===== src/design/lkvc_pkg.sv =====
// Shared constants, types and the command struct of the LRU key/value cache.
package lkvc_pkg;

	localparam int NUM_ENTRIES = 4;
	localparam int IDX_W       = $clog2(NUM_ENTRIES);
	localparam int RANK_W      = $clog2(NUM_ENTRIES);
	localparam int KEY_W       = 32;
	localparam int VAL_W       = 32;

	// Slave tdata: key, then value.
	localparam int S_KEY_LSB   = 0;
	localparam int S_VAL_LSB   = KEY_W;
	localparam int S_TDATA_W   = 64;

	// Master tdata: found, value_out, evicted, evicted_key, zero padding.
	localparam int M_FOUND_BIT = 0;
	localparam int M_VOUT_LSB  = 1;
	localparam int M_EVICT_BIT = M_VOUT_LSB + VAL_W;
	localparam int M_EKEY_LSB  = M_EVICT_BIT + 1;
	localparam int M_USED_W    = M_EKEY_LSB + KEY_W;
	localparam int M_TDATA_W   = 72;

	localparam logic OP_GET = 1'b0;
	localparam logic OP_PUT = 1'b1;

	typedef enum logic {
		ST_IDLE,
		ST_EXEC
	} state_t;

	typedef struct packed {
		logic load;
		logic exec;
	} ctrl_cmd_t;

endpackage


===== src/design/lru_key_value_cache_unit.sv =====
// Top level of the LRU key/value cache: controller, datapath and stream ports.
//
//   Channel  Dir  Signals                         Contents
//   s_*      in   tvalid tready tdata[63:0] tuser  get/put request
//   m_*      out  tvalid tready tdata[71:0]        lookup/insert result
//
// An accepted transaction is registered, then processed in an update cycle that
// matches all entries in parallel and updates ranks; a new request is taken
// only in the idle state that follows that update, not while one is in flight.
// A finished result waits in the output register while the next request is
// taken. The update cycle stalls only while that register is full and m_tready
// is low. Reset clears valid bits and ranks at once; no clearing pass follows.
module lru_key_value_cache_unit (
	input  logic                            clk,
	input  logic                            arst_n,
	input  logic                            s_tvalid,
	output logic                            s_tready,
	input  logic [lkvc_pkg::S_TDATA_W-1:0]  s_tdata,  // key[31:0], value[63:32]
	input  logic                            s_tuser,  // op: 0 get, 1 put
	output logic                            m_tvalid,
	input  logic                            m_tready,
	output logic [lkvc_pkg::M_TDATA_W-1:0]  m_tdata   // found[0], value_out[32:1],
	                                                  // evicted[33], evicted_key[65:34]
);
	import lkvc_pkg::*;

	ctrl_cmd_t              cmd;
	logic                   found;
	logic [VAL_W-1:0]       value_out;
	logic                   evicted;
	logic [KEY_W-1:0]       evicted_key;
	logic [NUM_ENTRIES-1:0] valid_mask;

	lkvc_ctrl u_ctrl (
		.clk      (clk),
		.arst_n   (arst_n),
		.s_tvalid (s_tvalid),
		.s_tready (s_tready),
		.m_tvalid (m_tvalid),
		.m_tready (m_tready),
		.cmd      (cmd)
	);

	lkvc_datapath u_datapath (
		.clk         (clk),
		.arst_n      (arst_n),
		.cmd         (cmd),
		.in_op       (s_tuser),
		.in_key      (s_tdata[S_KEY_LSB +: KEY_W]),
		.in_value    (s_tdata[S_VAL_LSB +: VAL_W]),
		.found       (found),
		.value_out   (value_out),
		.evicted     (evicted),
		.evicted_key (evicted_key),
		.valid_mask  (valid_mask)
	);

	assign m_tdata = {{(M_TDATA_W - M_USED_W){1'b0}}, evicted_key, evicted, value_out, found};

	// Entries are never freed, so the number of valid entries never drops.
	a_valid_grows: assert property (@(posedge clk) disable iff (!arst_n)
		$countones(valid_mask) >= $countones($past(valid_mask)))
		else $error("valid entry count decreased");

	// Only one request is in flight: an accepted request blocks the next one.
	a_one_in_flight: assert property (@(posedge clk) disable iff (!arst_n)
		(s_tvalid && s_tready) |=> !s_tready)
		else $error("request accepted while another is in flight");

	// A result is never written over one that has not been taken.
	a_no_overwrite: assert property (@(posedge clk) disable iff (!arst_n)
		cmd.exec |-> !(m_tvalid && !m_tready))
		else $error("result register overwritten");

	// An eviction only happens on a miss with the store full.
	a_evict_on_miss: assert property (@(posedge clk) disable iff (!arst_n)
		cmd.exec |=> !(evicted && found) && (!evicted || (&valid_mask)))
		else $error("eviction on a hit or with a free entry");

endmodule


===== src/design/lkvc_ctrl.sv =====
// Controller state machine of the LRU key/value cache.
module lkvc_ctrl (
	input  logic              clk,
	input  logic              arst_n,
	input  logic              s_tvalid,
	output logic              s_tready,
	output logic              m_tvalid,
	input  logic              m_tready,
	output lkvc_pkg::ctrl_cmd_t cmd
);
	import lkvc_pkg::*;

	state_t state_q;
	state_t state_d;
	logic   out_valid_q;
	logic   out_free;

	// The result register can take a new result when empty or being drained.
	assign out_free = !out_valid_q || m_tready;
	assign m_tvalid = out_valid_q;

	always_comb begin
		state_d = state_q;
		case (state_q)
			ST_IDLE: begin
				if (s_tvalid) state_d = ST_EXEC;
			end
			ST_EXEC: begin
				if (out_free) state_d = ST_IDLE;
			end
			default: state_d = ST_IDLE;
		endcase
	end

	always_comb begin
		s_tready = 1'b0;
		cmd      = '0;
		case (state_q)
			ST_IDLE: begin
				s_tready = 1'b1;
				cmd.load = s_tvalid;
			end
			ST_EXEC: begin
				cmd.exec = out_free;
			end
			default: begin
				s_tready = 1'b0;
			end
		endcase
	end

	always_ff @(posedge clk or negedge arst_n) begin
		if (!arst_n) begin
			state_q     <= ST_IDLE;
			out_valid_q <= 1'b0;
		end else begin
			state_q <= state_d;
			if (cmd.exec) out_valid_q <= 1'b1;
			else if (m_tready) out_valid_q <= 1'b0;
		end
	end

endmodule


===== src/design/lkvc_datapath.sv =====
// Entry store, parallel key match, recency ranks and result register.
module lkvc_datapath (
	input  logic                              clk,
	input  logic                              arst_n,
	input  lkvc_pkg::ctrl_cmd_t               cmd,
	input  logic                              in_op,
	input  logic [lkvc_pkg::KEY_W-1:0]        in_key,
	input  logic [lkvc_pkg::VAL_W-1:0]        in_value,
	output logic                              found,
	output logic [lkvc_pkg::VAL_W-1:0]        value_out,
	output logic                              evicted,
	output logic [lkvc_pkg::KEY_W-1:0]        evicted_key,
	output logic [lkvc_pkg::NUM_ENTRIES-1:0]  valid_mask
);
	import lkvc_pkg::*;

	localparam logic [RANK_W-1:0] RANK_LAST = RANK_W'(NUM_ENTRIES - 1);

	// Item register.
	logic             op_q;
	logic [KEY_W-1:0] key_q;
	logic [VAL_W-1:0] value_q;

	// Entry store.
	logic [KEY_W-1:0]  entry_key_q   [NUM_ENTRIES];
	logic [VAL_W-1:0]  entry_value_q [NUM_ENTRIES];
	logic [NUM_ENTRIES-1:0] valid_q;
	logic [RANK_W-1:0] rank_q [NUM_ENTRIES];

	// Result register.
	logic             found_q;
	logic [VAL_W-1:0] value_out_q;
	logic             evicted_q;
	logic [KEY_W-1:0] evicted_key_q;

	logic [NUM_ENTRIES-1:0] hit_vec;
	logic [IDX_W-1:0]       hit_idx;
	logic [IDX_W-1:0]       free_idx;
	logic [IDX_W-1:0]       lru_idx;
	logic [IDX_W-1:0]       slot;
	logic                   hit;
	logic                   full;
	logic                   touch;
	logic                   age_all;
	logic                   do_evict;
	logic [RANK_W-1:0]      slot_rank;

	always_comb begin
		hit_idx  = '0;
		free_idx = '0;
		lru_idx  = '0;
		for (int i = NUM_ENTRIES - 1; i >= 0; i--) begin
			hit_vec[i] = valid_q[i] && (entry_key_q[i] == key_q);
			if (hit_vec[i]) hit_idx = IDX_W'(i);
			if (!valid_q[i]) free_idx = IDX_W'(i);
			if (valid_q[i] && (rank_q[i] == RANK_LAST)) lru_idx = IDX_W'(i);
		end
	end

	assign hit      = |hit_vec;
	assign full     = &valid_q;
	assign touch    = hit || (op_q == OP_PUT);
	assign age_all  = (op_q == OP_PUT) && !hit && !full;
	assign do_evict = (op_q == OP_PUT) && !hit && full;

	always_comb begin
		if (hit) slot = hit_idx;
		else if (full) slot = lru_idx;
		else slot = free_idx;
	end

	assign slot_rank = rank_q[slot];

	always_ff @(posedge clk) begin
		if (cmd.load) begin
			op_q    <= in_op;
			key_q   <= in_key;
			value_q <= in_value;
		end
		if (cmd.exec) begin
			if (op_q == OP_PUT) begin
				entry_key_q[slot]   <= key_q;
				entry_value_q[slot] <= value_q;
			end
			found_q       <= hit;
			evicted_q     <= do_evict;
			evicted_key_q <= do_evict ? entry_key_q[lru_idx] : '0;
			if (op_q == OP_PUT) value_out_q <= '0;
			else if (hit) value_out_q <= entry_value_q[hit_idx];
			else value_out_q <= '1;
		end
	end

	always_ff @(posedge clk or negedge arst_n) begin
		if (!arst_n) begin
			valid_q <= '0;
			for (int i = 0; i < NUM_ENTRIES; i++) rank_q[i] <= '0;
		end else if (cmd.exec && touch) begin
			// Entries more recent than the touched one age by one step.
			for (int i = 0; i < NUM_ENTRIES; i++) begin
				if ((IDX_W'(i) != slot) && valid_q[i] &&
				    (age_all || (rank_q[i] < slot_rank))) begin
					rank_q[i] <= rank_q[i] + 1'b1;
				end
			end
			rank_q[slot]  <= '0;
			valid_q[slot] <= 1'b1;
		end
	end

	assign found       = found_q;
	assign value_out   = value_out_q;
	assign evicted     = evicted_q;
	assign evicted_key = evicted_key_q;
	assign valid_mask  = valid_q;

endmodule

===== config.mk =====
export PLATFORM = sky130hd
export DESIGN_NAME = lru_key_value_cache_unit
export DESIGN_NICKNAME = d
export VERILOG_FILES = /design/src/design/lkvc_pkg.sv /design/src/design/lru_key_value_cache_unit.sv /design/src/design/lkvc_ctrl.sv /design/src/design/lkvc_datapath.sv
export SDC_FILE = /design/constraint.sdc
export NUM_CORES = 1
export LEC_CHECK = 0
export CORE_AREA = 2 2 207 209
export CTS_CLUSTER_SIZE = 40
export DETAILED_ROUTE_END_ITERATION = 12
export DIE_AREA = 0 0 209 211
export DONT_BUFFER_PORTS = 1
export HOLD_SLACK_MARGIN = 0.05
export PLACE_DENSITY = 0.57
export SETUP_SLACK_MARGIN = 0.15
export SYNTH_ARGS = -nofsm -noshare
export SYNTH_HDL_FRONTEND = slang
export SYNTH_SLANG_ARGS = --single-unit

===== constraint.sdc =====
create_clock -name clk -period 9.7 [get_ports clk]
set_input_delay 1.94 -clock clk [delete_from_list [all_inputs] [get_ports clk]]
set_output_delay 1.94 -clock clk [all_outputs]
set_load 0.05 [all_outputs]

## Word-level counts from Yosys, hierarchy flattened

Memories as Yosys holds them, arrays and structs flattened. A register that Yosys moved wholly into a read port is not among the register bits.
Cells that the tools add are included.
Widths: inputs -> output; s select.

- Input bits: 69
- Memories kept: 2
- Output and inout bits: 74
- Register bits after elaboration: 113
- Memory bits (writable): 256
- Word-level logic and storage cells: 120

- Muxes and demuxes: 41
- Reduce and logical (&&, ||, !) cells: 36
- Magnitude comparators: 8
- Bitwise operators: 5
- Add/subtract/negate cells: 4
- Equal/unequal tests: 11

Memories:

| name | words | width | read ports | clocked after Yosys merged registers in | wr ports | RTL line | RTL |
|---|---|---|---|---|---|---|---|
| u_datapath.entry_key_q | 4 | 32 | 5 | 1 | 1 | lkvc_datapath.sv:25 | `logic [KEY_W-1:0] entry_key_q [NUM_ENTRIES];` |
| u_datapath.entry_value_q | 4 | 32 | 1 | 0 | 1 | lkvc_datapath.sv:26 | `logic [VAL_W-1:0] entry_value_q [NUM_ENTRIES];` |

Operator list:

| cell | count |
|---|---|
| $eq 32x32->1 | 4 |
| $mux 2 | 25 |
| $mux 32 | 1 |
| $logic_and 1x1->1 | 22 |
| $mux 1 | 11 |
| $add 2x1->2 const B | 4 |
| $and 8x8->8 | 1 |
| $eq 2x2->1 const B | 4 |
| $lt 2x2->1 | 4 |
| $not 8->8 | 1 |
| $logic_or 1x1->1 | 6 |
| $bmux 2 s2 | 1 |
| $demux 2 s2 | 1 |
| $logic_not 1->1 | 4 |
| $ne 2x2->1 const A | 2 |
| $or 4x4->4 | 1 |
| $reduce_and 4->1 | 1 |
| $reduce_bool 2->1 | 2 |
| $reduce_or 4->1 | 1 |
| $ge 3x3->1 const B | 1 |
| $lt 2x3->1 const B | 1 |
| $lt 3x1->1 const B | 1 |
| $not 2->3 | 1 |
| $demux 1 s2 | 1 |
| other kinds (4) | 4 |

## Longest topological paths before layout

Gate-level depths: netlist of run 1.

- Word-level depth: 18
- Depth in mapped cells: 12

## Modules after synthesis

Synthesis of run 1 repeated with hierarchy kept, for this count alone.

- Cells, all modules: 1,215
- Area total of the unflattened synthesis: 16,917.5 um2

By module, submodules not included:

| module | sequential area each (um2) | cells each | area an instance (um2) | instances |
|---|---|---|---|---|
| lkvc_datapath | 11,921.4 | 1,198 | 16,759.8 | 1 |
| lkvc_ctrl | 50.0 | 8 | 93.8 | 1 |
| lru_key_value_cache_unit | 0.0 | 9 | 63.8 | 1 |

## Worst setup path before layout of run 1

Ideal clock, no wire load.

- Kind: input to register
- Start: input port m_tready
- End: memory u_datapath.entry_key_q[2][0], enable pin
- Required time: 9,213 ps
- Stages: 5
- Arrival time: 6,510 ps
- Setup slack: 2,703 ps
- Cells stage by stage: nand2b_1 > nand2_1 > inv_1 > nand2_1 > nor2_1

RTL lines:

| what | RTL line | RTL |
|---|---|---|
| start: declaration | lru_key_value_cache_unit.sv:21 | `input logic m_tready,` |
| end: declaration | lkvc_datapath.sv:25 |  |

## Worst setup path in the final report of run 1

- Start: register u_datapath.key_q[4]
- End: memory u_datapath.entry_key_q[3][6], enable pin

- Longest elaborated chain between the ends: 7
- Elaborated cells on any way between the ends: 14
- Those cells by class: eq/ne: 4; mux: 5; reduce/logical: 5

Ends and longest elaborated chain:

| what | RTL line | RTL |
|---|---|---|
| start: declaration | lkvc_datapath.sv:21 | `logic [KEY_W-1:0] key_q;` |
| start signal: assignment | lkvc_datapath.sv:77 | `key_q <= in_key;` |
| $eq 32x32->1 | lkvc_datapath.sv:53 | `hit_vec[i] = valid_q[i] && (entry_key_q[i] == key_q);` |
| $logic_and 1x1->1 | lkvc_datapath.sv:53 |  |
| $mux 2 (4 in series) | lkvc_datapath.sv:54 | `if (hit_vec[i]) hit_idx = IDX_W'(i);` |
| $mux 2 * | lkvc_datapath.sv:67 | `if (hit) slot = hit_idx;` |

Mark *: on every way between the ends. The rest lies on a longest branch, timed or not.

==> impl_metrics.py, run 1 <==
metrics = {
    "status": {
        "status": "completed",
    },
    "timing": {
        "worstMarginPinSlew_ps": 1100,
        "hold_viol_final": 0,
        "max_freq_mhz": 220,
        "slew_headroom_pct": 26.6,
        "skew_ps": 17.7,
        "period_share_pct": 46.8,
        "holdWs_ps": 497,
        "setup_viol": 0,
        "drv_slew": 0,
        "finalCriticalPeriod_ps": 4540,
        "rsz0062_at_grt": "no",
        "tns_ps": 0,
    },
    "yosys": {
        "synth.area.top_cells": "edfxtp_1, xor2_1, mux2_2, dfrtp_1, a21oi_1",
        "synth_cell_types": 61,
        "async_flop_share_pct": 3.49,
        "yosys.area.top_type": "edfxtp_1",
        "ys_seq_area_share_pct": 72.5,
        "yosysTopAreaCellShare_pct": 70.4,
        "postSynthAreaPerCell_sq_um": 15.4,
        "synthFlopType": "edfxtp_1",
        "ys_ff_latch": 401,
        "syn-cell-area_sq_um": 16500,
        "synth_edf_count": 387,
        "yosys_warnings": 0,
        "syn_inst": 1075,
    },
    "route": {
        "wire_per_inst_microns": 25.2,
        "viasPerCell": 5.59,
        "wl_mm": 41.9,
        "antenna_left": 0,
        "vias": 9296,
        "drc": 0,
        "drt_iter0_drc": 896,
        "drt_pre_antenna_iters": 5,
    },
    "cells_and_area": {
        "syn2layout_area_growth_pct": 12.5,
        "design_area_sq_um": 18600,
        "nets": 1162,
        "layoutNonFillerInstCount": 1663,
        "drive_gt1_share_pct": 11.5,
    },
    "critical_path": {
        "critPathKind": "reg2reg",
        "max_stage_delay_ps": 780,
        "critical_path.cell_chain": "xor2_1 > nor4_1 > nand4_1 > nor4_1 > o211a_2 > nand2b_1 > nor2_4 > buf_4",
        "crit_fanout": 43,
        "cp-end-kind": "register",
        "path_delay_family": "simple AND/OR/NAND/NOR gates",
        "worst_path_most_repeated_cell": "nor4_1",
        "arrival_ps": 4740,
        "worst-path-buf-inv": 1,
        "cp-start-kind": "register",
        "rrSetupSlack_ps": 5160,
        "critPathSlowestCell": "nor4_1",
        "cp.required_ps": 9900,
    },
    "clock_tree": {
        "cts_resized": 0,
        "cts-root-buf": "clkbuf_16",
        "htreeDepth": 2,
        "clk_pin_slew_ps": 60,
        "clockBufferDepth": 3,
        "cts_inserted_buffers": 44,
        "cts_tree": "built",
        "cts_setup_buffers": 0,
        "clkLatencyLatePin_ps": 580,
        "ctsHoldBuffers": 0,
        "clkSinkCount": 401,
    },
    "placed_design": {
        "hpwl_mm": 26.4,
        "dp.cells": 1582,
        "place.gp.congestion": 0.959,
        "io_buffer_count": 0,
        "placed_cell_area_sq_um": 17100,
    },
    "grt": {
        "grt_usage_pct": 19.1,
        "antenna_found_initial": 5,
        "grt_max_degree": 68,
        "grt_pass1_vias": 9290,
        "grt_pass1_wl_mm": 61.9,
        "globalRoute.totalOverflow": 0,
    },
    "job": {
        "drv_cap": 0,
    },
    "min_path": {
        "hp-class": "reg2reg",
    },
    "floorplanning": {
        "die_area_sq_um": 44100,
        "die_y_microns": 211,
        "core_area_sq_um": 41800,
        "start_util_pct": 39.5,
        "die_w_microns": 209,
        "num_io_pins": 143,
        "rows": 75,
    },
    "power": {
        "total_power_mw": 5.97,
        "p_per_area_nw_per_um2": 322,
        "vdd_drop_max_v": 0.000180,
        "p_leak_nw": 6.27,
    },
}
[Yosys cell counts (2+ instances only)]
master and count:
edfxtp_1 387, xor2_1 111, nor2_1 81, a21oi_1 68
nor4_1 46, clkbuf_1 36, o22ai_1 33, mux2_2 32
mux2i_1 32, o221ai_1 32, nand2_1 31, nand3_1 18
xnor2_1 16, dfrtp_1 14, nand4_1 13, inv_1 10
nor3_1 10, buf_4 8, nand2b_1 7, nor2b_1 7
buf_2 5, o2111ai_1 5, or4_1 5, a31oi_1 4
ha_1 4, nand3b_1 4, nand4b_1 4, o21ai_0 4
o31ai_1 4, and2_1 3, or2_2 3, a21o_1 2
a31o_2 2, a41oi_1 2, and4_1 2, mux2_1 2
nor4b_1 2, o41ai_1 2, or3_1 2
[logic make-up after synthesis]
group           share of synthesized area (%)
flops                                    72.5
simple gates                             7.42
compound gates                           7.09
xor+xnor                                 6.74
mux                                      4.26
buf+inv                                  1.64
fa+ha+maj                               0.303
other cells                            0.0227
[through the flow]
step | util [%] | setup slack [ps]
2_1_floorplan | - | 2700
3_3_place_gp | 41.0 | 5210
3_5_place_dp | 41.0 | 5200
4_1_cts | 44.5 | 5200
5_1_grt | 44.5 | 4900
6_report | 44.5 | 5160
[cell usage in the layout (no fill, tap or decap), types with 32 or more instances in the layout]
cell       synthesis  layout
xor2_1           111     111
a21oi_1           68      68
mux2_2            32      32
edfxtp_1         387     387
o22ai_1           33      33
o221ai_1          32      32
nor2_1            81      77
clkbuf_16          0      44
mux2i_1           32      32
nor4_1            46      46
[worst paths after layout]
check | startpoint | to | cells past startpoint
worst min register to register | u_datapath.value_q[12] | u_datapath.entry_value_q[1][12] | 0
min in group asynchronous | arst_n | u_datapath.valid_mask[3] | 0
worst min-delay path | u_datapath.value_q[12] | u_datapath.entry_value_q[1][12] | 0
worst max register to register | u_datapath.key_q[4] | u_datapath.entry_key_q[3][6] | 8
worst max-delay path | u_datapath.key_q[4] | u_datapath.entry_key_q[3][6] | 8
max in group asynchronous | arst_n | u_datapath.rank_q[3] | 0
[state kept, by name, indices dropped and copies added (netlist names)]
name / cells
u_datapath.value_q: 32
u_datapath.entry_key_q: 128
u_datapath.op_q: 1
u_datapath.evicted_key: 32
u_datapath.rank_q: 8
u_datapath.evicted: 1
u_datapath.entry_value_q: 128
u_datapath.found: 1
u_datapath.value_out: 32
u_datapath.key_q: 32
u_ctrl.m_tvalid: 1
u_datapath.valid_mask: 4
u_ctrl.state_q: 1
[per-layer routing]
metal | vias to the layer above | global-route usage (%) | wire length [microns]
li1 | 4220 | - | -
met5 | - | 0 | 60
met1 | 4700 | 26.4 | 18500
met3 | 70 | 5.31 | 3030
met2 | 298 | 29.4 | 19300
met4 | 8 | 5.76 | 909
[power breakdown]
group / internal [mW] / total, mW / leakage [nW] / switching (mW)
clock network: 0.991 / 1.66 / 0.690 / 0.673
logic: 0.419 / 1.34 / 1.86 / 0.920
registers: 2.37 / 2.97 / 3.72 / 0.601
[final cells by class]
cell class | count | area (sq um)
Antenna cell | 2 | 5.00
Clock buffer | 51 | 1130
Clock inverter | 28 | 300
Fill cell | 3627 | 23200
Inverter | 11 | 42.5
Multi-Input combinational cell | 617 | 4340
Sequential cell | 401 | 12000
Tap cell | 539 | 674
Timing Repair Buffer | 14 | 105
Note: power is estimated with default switching activity, not from simulation.
==> run 2: changes to the inputs <==
--- a/config.mk
+++ b/config.mk
@@ -5,10 +5,11 @@
 export SDC_FILE = /design/constraint.sdc
 export NUM_CORES = 1
 export LEC_CHECK = 0
-export CORE_AREA = 2 2 207 209
+export ABC_AREA = 1
+export CORE_AREA = 2 2 218 220
 export CTS_CLUSTER_SIZE = 40
 export DETAILED_ROUTE_END_ITERATION = 12
-export DIE_AREA = 0 0 209 211
+export DIE_AREA = 0 0 220 222
 export DONT_BUFFER_PORTS = 1
 export HOLD_SLACK_MARGIN = 0.05
 export PLACE_DENSITY = 0.57
==> constraint.sdc (replaced) <==
create_clock -name clk -period 4.6 [get_ports clk]
set_input_delay 0.92 -clock clk [delete_from_list [all_inputs] [get_ports clk]]
set_output_delay 0.92 -clock clk [all_outputs]
set_load 0.05 [all_outputs]
==> impl_metrics.py, run 2 <==
metrics = {
    "timing": {
        "max_freq_mhz": 286,
        "holdWs_ps": 431,
        "skew_ps": 11.7,
        "worstMarginPinSlew_ps": 739,
        "finalCriticalPeriod_ps": 3490,
        "rsz0062_at_grt": "no",
        "slew_headroom_pct": 50.7,
        "hold_viol_final": 0,
        "period_share_pct": 75.9,
        "drv_slew": 0,
        "tns_ps": 0,
        "setup_viol": 0,
    },
    "yosys": {
        "ys_seq_area_share_pct": 64.9,
        "synthFlopType": "edfxtp_1",
        "synth.area.top_cells": "edfxtp_1, nand2_1, inv_1, a21oi_1, nor2_1",
        "yosys.area.top_type": "edfxtp_1",
        "synth_edf_count": 387,
        "syn_inst": 1794,
        "ys_ff_latch": 401,
        "synth_common_cells": "nand2_1, edfxtp_1, inv_1, nor2_1, a21oi_1",
        "postSynthAreaPerCell_sq_um": 10.3,
        "syn-cell-area_sq_um": 18500,
        "yosysTopAreaCellShare_pct": 63.0,
        "async_flop_share_pct": 3.49,
        "yosysMostFrequentCell": "nand2_1",
        "synth_cell_types": 41,
        "yosys_warnings": 0,
    },
    "floorplanning": {
        "num_io_pins": 143,
        "die_w_microns": 220,
        "rows": 79,
        "start_util_pct": 39.9,
        "die_y_microns": 222,
        "die_area_sq_um": 48800,
        "core_area_sq_um": 46300,
    },
    "route": {
        "drc": 0,
        "antenna_left": 0,
        "routed.top_layer": "met5",
        "wire_per_inst_microns": 22.3,
        "viasPerCell": 5.22,
        "drt_pre_antenna_iters": 5,
        "drt_iter0_drc": 1104,
        "wl_met3_mm": 3.32,
        "wl_mm": 54.4,
        "met2WireLength_mm": 25.6,
        "wl_met1_mm": 23.7,
        "vias": 12700,
    },
    "clock_tree": {
        "clkSinkCount": 401,
        "clkLatencyLatePin_ps": 580,
        "clockBufferDepth": 3,
        "cts_inserted_buffers": 44,
        "cts-root-buf": "clkbuf_16",
        "cts_resized": 0,
        "clk_pin_slew_ps": 60,
        "cts_tree": "built",
        "htreeDepth": 2,
    },
    "grt": {
        "grt_pass1_vias": 12600,
        "grt_usage_pct": 22.5,
        "antenna_found_initial": 7,
        "grt_pass1_wl_mm": 80.8,
        "grt_max_degree": 66,
        "globalRoute.totalOverflow": 0,
    },
    "critical_path": {
        "critPathKind": "reg2reg",
        "cp.required_ps": 4810,
        "cp-end-kind": "register",
        "r2r_cells": 13,
        "crit_fanout": 64,
        "arrival_ps": 3700,
        "cp-start-kind": "register",
    },
    "cells_and_area": {
        "layout_commonest_cell": "nand2_1",
        "design_area_sq_um": 20700,
        "syn2layout_area_growth_pct": 12.1,
        "nets": 1865,
        "layoutNonFillerInstCount": 2437,
        "drive_gt1_share_pct": 8.88,
        "final_cell_mix": "nand2_1, edfxtp_1, inv_1, nor2_1, a21oi_1",
        "top_regs": "u_datapath.entry_key_q: 128 flops, u_datapath.entry_value_q: 128 flops",
    },
    "power": {
        "total_power_mw": 13.1,
        "p_leak_nw": 8.07,
        "p_per_area_nw_per_um2": 632,
        "vdd_drop_max_v": 0.000546,
    },
    "job": {
        "drv_cap": 0,
    },
    "min_path": {
        "hp-class": "in2reg",
        "hold_depth": 0,
    },
    "placed_design": {
        "dp.cells": 2352,
        "hpwl_mm": 38.0,
        "placed_cell_area_sq_um": 19200,
        "io_buffer_count": 0,
        "place.gp.congestion": 0.983,
    },
    "status": {
        "status": "completed",
    },
}
[run 2: cell types whose count changed after synthesis, sizes merged, moves of 46 or more]
cell,previous run,this run
xor2,111,6
nor4,46,0
o21ai,4,117
nor2,81,169
inv,10,223
a21oi,68,135
nand2,32,461
[run 2: critical path: stages (launching register included)]
cell and delay [ps]:
edfxtp_1 700, inv_2 210, nand2_1 130, nand3_1 80, nor3_1 250, nand2_1 110
nor2_2 160, nand3_2 170, a21oi_2 370, nand2_4 130, nor2_1 140, inv_1 100
nor2_4 110, buf_12 350
[run 2: power by group]
part	leakage, nW	switching, mW	internal [mW]
registers	3.72	1.23	4.97
clock network	0.704	1.46	2.10
logic	3.65	2.39	0.919
[run 2: per-stage QoR]
stage | util, % | setup slack [ps]
2_1_floorplan | - | 229
3_3_place_gp | 41.5 | 1060
3_5_place_dp | 41.5 | 1110
4_1_cts | 44.7 | 1090
5_1_grt | 44.7 | 918
6_report | 44.7 | 1110
[run 2: kinds of logic after synthesis]
group                    share of synthesized area [%]
AND/OR/NAND/NOR                                   16.3
flip-flops                                        64.9
AO/OA/AOI/OAI                                     10.1
buffers and inverters                             6.55
XOR/XNOR                                          1.79
adder cells (fa/ha/maj)                          0.271
other                                           0.0203
[run 2: cell type report]
type | count | area, sq um
multi-input cells | 1096 | 5360
clock inverters | 28 | 328
fillers | 4401 | 25600
well taps | 607 | 759
flip-flops and latches | 401 | 12000
clock buffers | 50 | 1120
diodes | 6 | 15.0
repair buffers | 22 | 268
inverters | 227 | 861
[run 2: worst paths after layout]
kind	startpoint	endpoint	slack [ps]
setup / recovery	u_datapath.key_q[0]	u_datapath.entry_key_q[1][9]	1110
hold / removal	s_tdata[19]	u_datapath.key_q[19]	430
setup reg to reg	u_datapath.key_q[0]	u_datapath.entry_key_q[1][9]	1110
hold reg to reg	u_datapath.value_q[22]	u_datapath.entry_value_q[0][22]	500
max in group asynchronous	arst_n	u_datapath.rank_q[7]	3330
min in group asynchronous	arst_n	u_datapath.rank_q[4]	830
[run 2: repair_timing]
action / in CTS / in global routing
hold endpoints to repair: 14 / 0
buffers inserted: 0 / 0
hold buffers: 1 / 0
[run 2: routing by layer]
layer / track usage (%) / vias to the layer above
met5: 0 / -
met2: 36.1 / 389
met4: 8.36 / 2
li1: - / 6090
met1: 29.9 / 6152
met3: 4.92 / 94
==> run 3: changes to the inputs <==
--- a/config.mk
+++ b/config.mk
@@ -5,14 +5,14 @@
 export SDC_FILE = /design/constraint.sdc
 export NUM_CORES = 1
 export LEC_CHECK = 0
-export ABC_AREA = 1
-export CORE_AREA = 2 2 218 220
+export ABC_AREA = 0
+export CORE_AREA = 2 2 207 209
 export CTS_CLUSTER_SIZE = 40
 export DETAILED_ROUTE_END_ITERATION = 12
-export DIE_AREA = 0 0 220 222
+export DIE_AREA = 0 0 209 211
 export DONT_BUFFER_PORTS = 1
 export HOLD_SLACK_MARGIN = 0.05
-export PLACE_DENSITY = 0.57
+export PLACE_DENSITY = 0.59
 export SETUP_SLACK_MARGIN = 0.15
 export SYNTH_ARGS = -nofsm -noshare
 export SYNTH_HDL_FRONTEND = slang
==> constraint.sdc (replaced) <==
create_clock -name clk -period 3.2 [get_ports clk]
set_input_delay 0.64 -clock clk [delete_from_list [all_inputs] [get_ports clk]]
set_output_delay 0.64 -clock clk [all_outputs]
set_load 0.05 [all_outputs]
==> impl_metrics.py, run 3 (synthesis results as in run 1) <==
metrics = {
    "status": {
        "status": "complete, but fails checks",
        "violations": "setup timing",
    },
    "critical_path": {
        "r2r-start": "u_datapath.entry_key_q[0][13]",
        "cp-start-kind": "register",
        "arrival_ps": 3960,
        "crit_end": "u_datapath.rank_q[6]",
        "r2r_cells": 10,
        "cp.required_ps": 3660,
        "crit_start": "u_datapath.entry_key_q[0][13]",
        "critPathKind": "reg2reg",
        "timing.rr.end": "u_datapath.rank_q[6]",
        "crit_fanout": 6,
        "cp-end-kind": "register",
        "rrSetupSlack_ps": -310,
    },
    "timing": {
        "period_share_pct": 110,
        "rsz0062_at_grt": "yes",
        "hold_viol_final": 0,
        "slew_headroom_pct": 46.5,
        "setup_viol": 84,
        "drv_slew": 0,
        "skew_ps": 30.9,
        "worstMarginPinSlew_ps": 801,
        "finalCriticalPeriod_ps": 3510,
        "max_freq_mhz": 285,
        "setup_ws_ps": -309,
    },
    "grt": {
        "grtUsageMet2_pct": 31.7,
        "grt_pass1_wl_mm": 65.7,
        "antenna_found_initial": 6,
        "grt_max_degree": 65,
        "grt_usage_pct": 20.2,
        "globalRoute.totalOverflow": 0,
        "met3_usage_pct": 4.50,
        "grt_pass1_vias": 9986,
        "grt-busiest-layer": "met2",
        "use_met1_pct": 28.5,
    },
    "placed_design": {
        "placed_cell_area_sq_um": 18300,
        "place.gp.congestion": 0.913,
        "hpwl_mm": 28.0,
        "place_ws_ps": -321,
        "io_buffer_count": 0,
    },
    "route": {
        "drt_pre_antenna_iters": 7,
        "vias": 10100,
        "wl_mm": 45.5,
        "drt_iter0_drc": 864,
        "antenna_left": 0,
        "viasPerCell": 5.49,
        "wire_per_inst_microns": 24.6,
        "drc": 0,
    },
    "power": {
        "clkPwrFrac_pct": 24.7,
        "swShare_pct": 36.8,
        "vdd_drop_max_v": 0.000548,
        "pwr-share-comb_pct": 29.2,
        "intPower_mw": 12.2,
        "p_per_area_nw_per_um2": 921,
        "p_sw_mw": 7.10,
        "p_leak_nw": 7.44,
        "seqPwrFrac_pct": 46.2,
    },
    "floorplanning": {
        "start_util_pct": 39.5,
        "rows": 75,
        "die_area_sq_um": 44100,
        "die_w_microns": 209,
        "core_area_sq_um": 41800,
        "num_io_pins": 143,
        "die_y_microns": 211,
    },
    "min_path": {
        "hp-class": "in2reg",
    },
    "clock_tree": {
        "cts_tree": "built",
        "clockBufferDepth": 3,
        "clk_pin_slew_ps": 60,
        "cts_inserted_buffers": 43,
        "cts-root-buf": "clkbuf_16",
        "clkSinkCount": 401,
        "clkLatencyLatePin_ps": 570,
        "htreeDepth": 2,
    },
    "cells_and_area": {
        "syn2layout_area_growth_pct": 26.9,
        "final_cell_mix": "edfxtp_1, buf_4, xor2_1, nor2_1, a21oi_1",
        "layout_commonest_cell": "edfxtp_1",
        "fill_cells": 3397,
        "drive_gt1_share_pct": 28.2,
        "design_area_sq_um": 20900,
        "top_regs": "u_datapath.entry_key_q: 128 flops, u_datapath.entry_value_q: 128 flops",
        "nets": 1346,
    },
    "job": {
        "drv_cap": 0,
    },
}
## run 3: worst min-delay path by stage
stage	slack, ps	end	from	cells after the start
finish	160	u_datapath.value_q[10]	s_tdata[42]	0
global route	130	u_datapath.key_q[9]	s_tdata[9]	0
CTS	130	u_datapath.key_q[12]	s_tdata[12]	0
detailed placement	340	u_ctrl.m_tvalid	arst_n	0
global placement	350	u_ctrl.m_tvalid	arst_n	0
floorplan	340	u_ctrl.m_tvalid	arst_n	0
## run 3: final cells by class
cell class	instances	area [sq um]	share of cell area, %
Multi-Input combinational cell	617	4780	22.8
Antenna cell	5	12.5	0.0597
Tap cell	539	674	3.22
Timing Repair Buffer	199	2120	10.1
Inverter	11	45.0	0.215
Clock inverter	25	233	1.11
Sequential cell	401	12000	57.2
Clock buffer	51	1110	5.28
## run 3: what timing repair did
| action | in CTS | in global routing |
|---|---|---|
| hold buffers | 1 | 0 |
| cloned | 10 | 5 |
| pin swaps | 24 | 12 |
| gates resized for setup | 60 | 29 |
| setup endpoints to repair | 296 | 298 |
| buffers inserted | 35 | 12 |
| endpoints found under the hold margin | 14 | 0 |
## run 3: critical path, cell delays in order, from the launching register on
cell and delay (ps):
edfxtp_1 400, xor2_1 180, or4_1 530, or4_1 410, or4_4 580, o211a_4 180
a22oi_4 220, nand2_4 120, o311ai_4 230, nand4_1 200, mux2_4 340
## run 3: power by group through the flow
stage          Clock, mW  Combinational, mW  Sequential (mW)
2_1_floorplan          0               2.93             8.81
4_1_cts             4.87               5.33             8.90
3_5_place_dp           0               4.91             9.01
5_1_grt             5.08               6.07             8.99
3_3_place_gp           0               4.88             8.98
6_report            4.76               5.62             8.90
## run 3: stage by stage
step | cells | utilization (%) | TNS (ps) | hold WS (ps) | total power [mW]
2_1_floorplan | 1080 | - | -25400 | 344 | 11.7
3_3_place_gp | 1704 | 43.8 | -3410 | 345 | 13.9
3_5_place_dp | 1704 | 43.8 | -2650 | 345 | 13.9
4_1_cts | 1826 | 49.2 | -2830 | 127 | 19.1
5_1_grt | 1845 | 50.1 | -14780 | 127 | 20.1
6_report | 1848 | 50.1 | -6230 | 157 | 19.3
## run 3: per-layer routing
metal,part of all wire [%],vias up
met5,0,-
li1,-,4590
met4,2.0,0
met2,46,372
met1,45,5117
met3,6.6,58
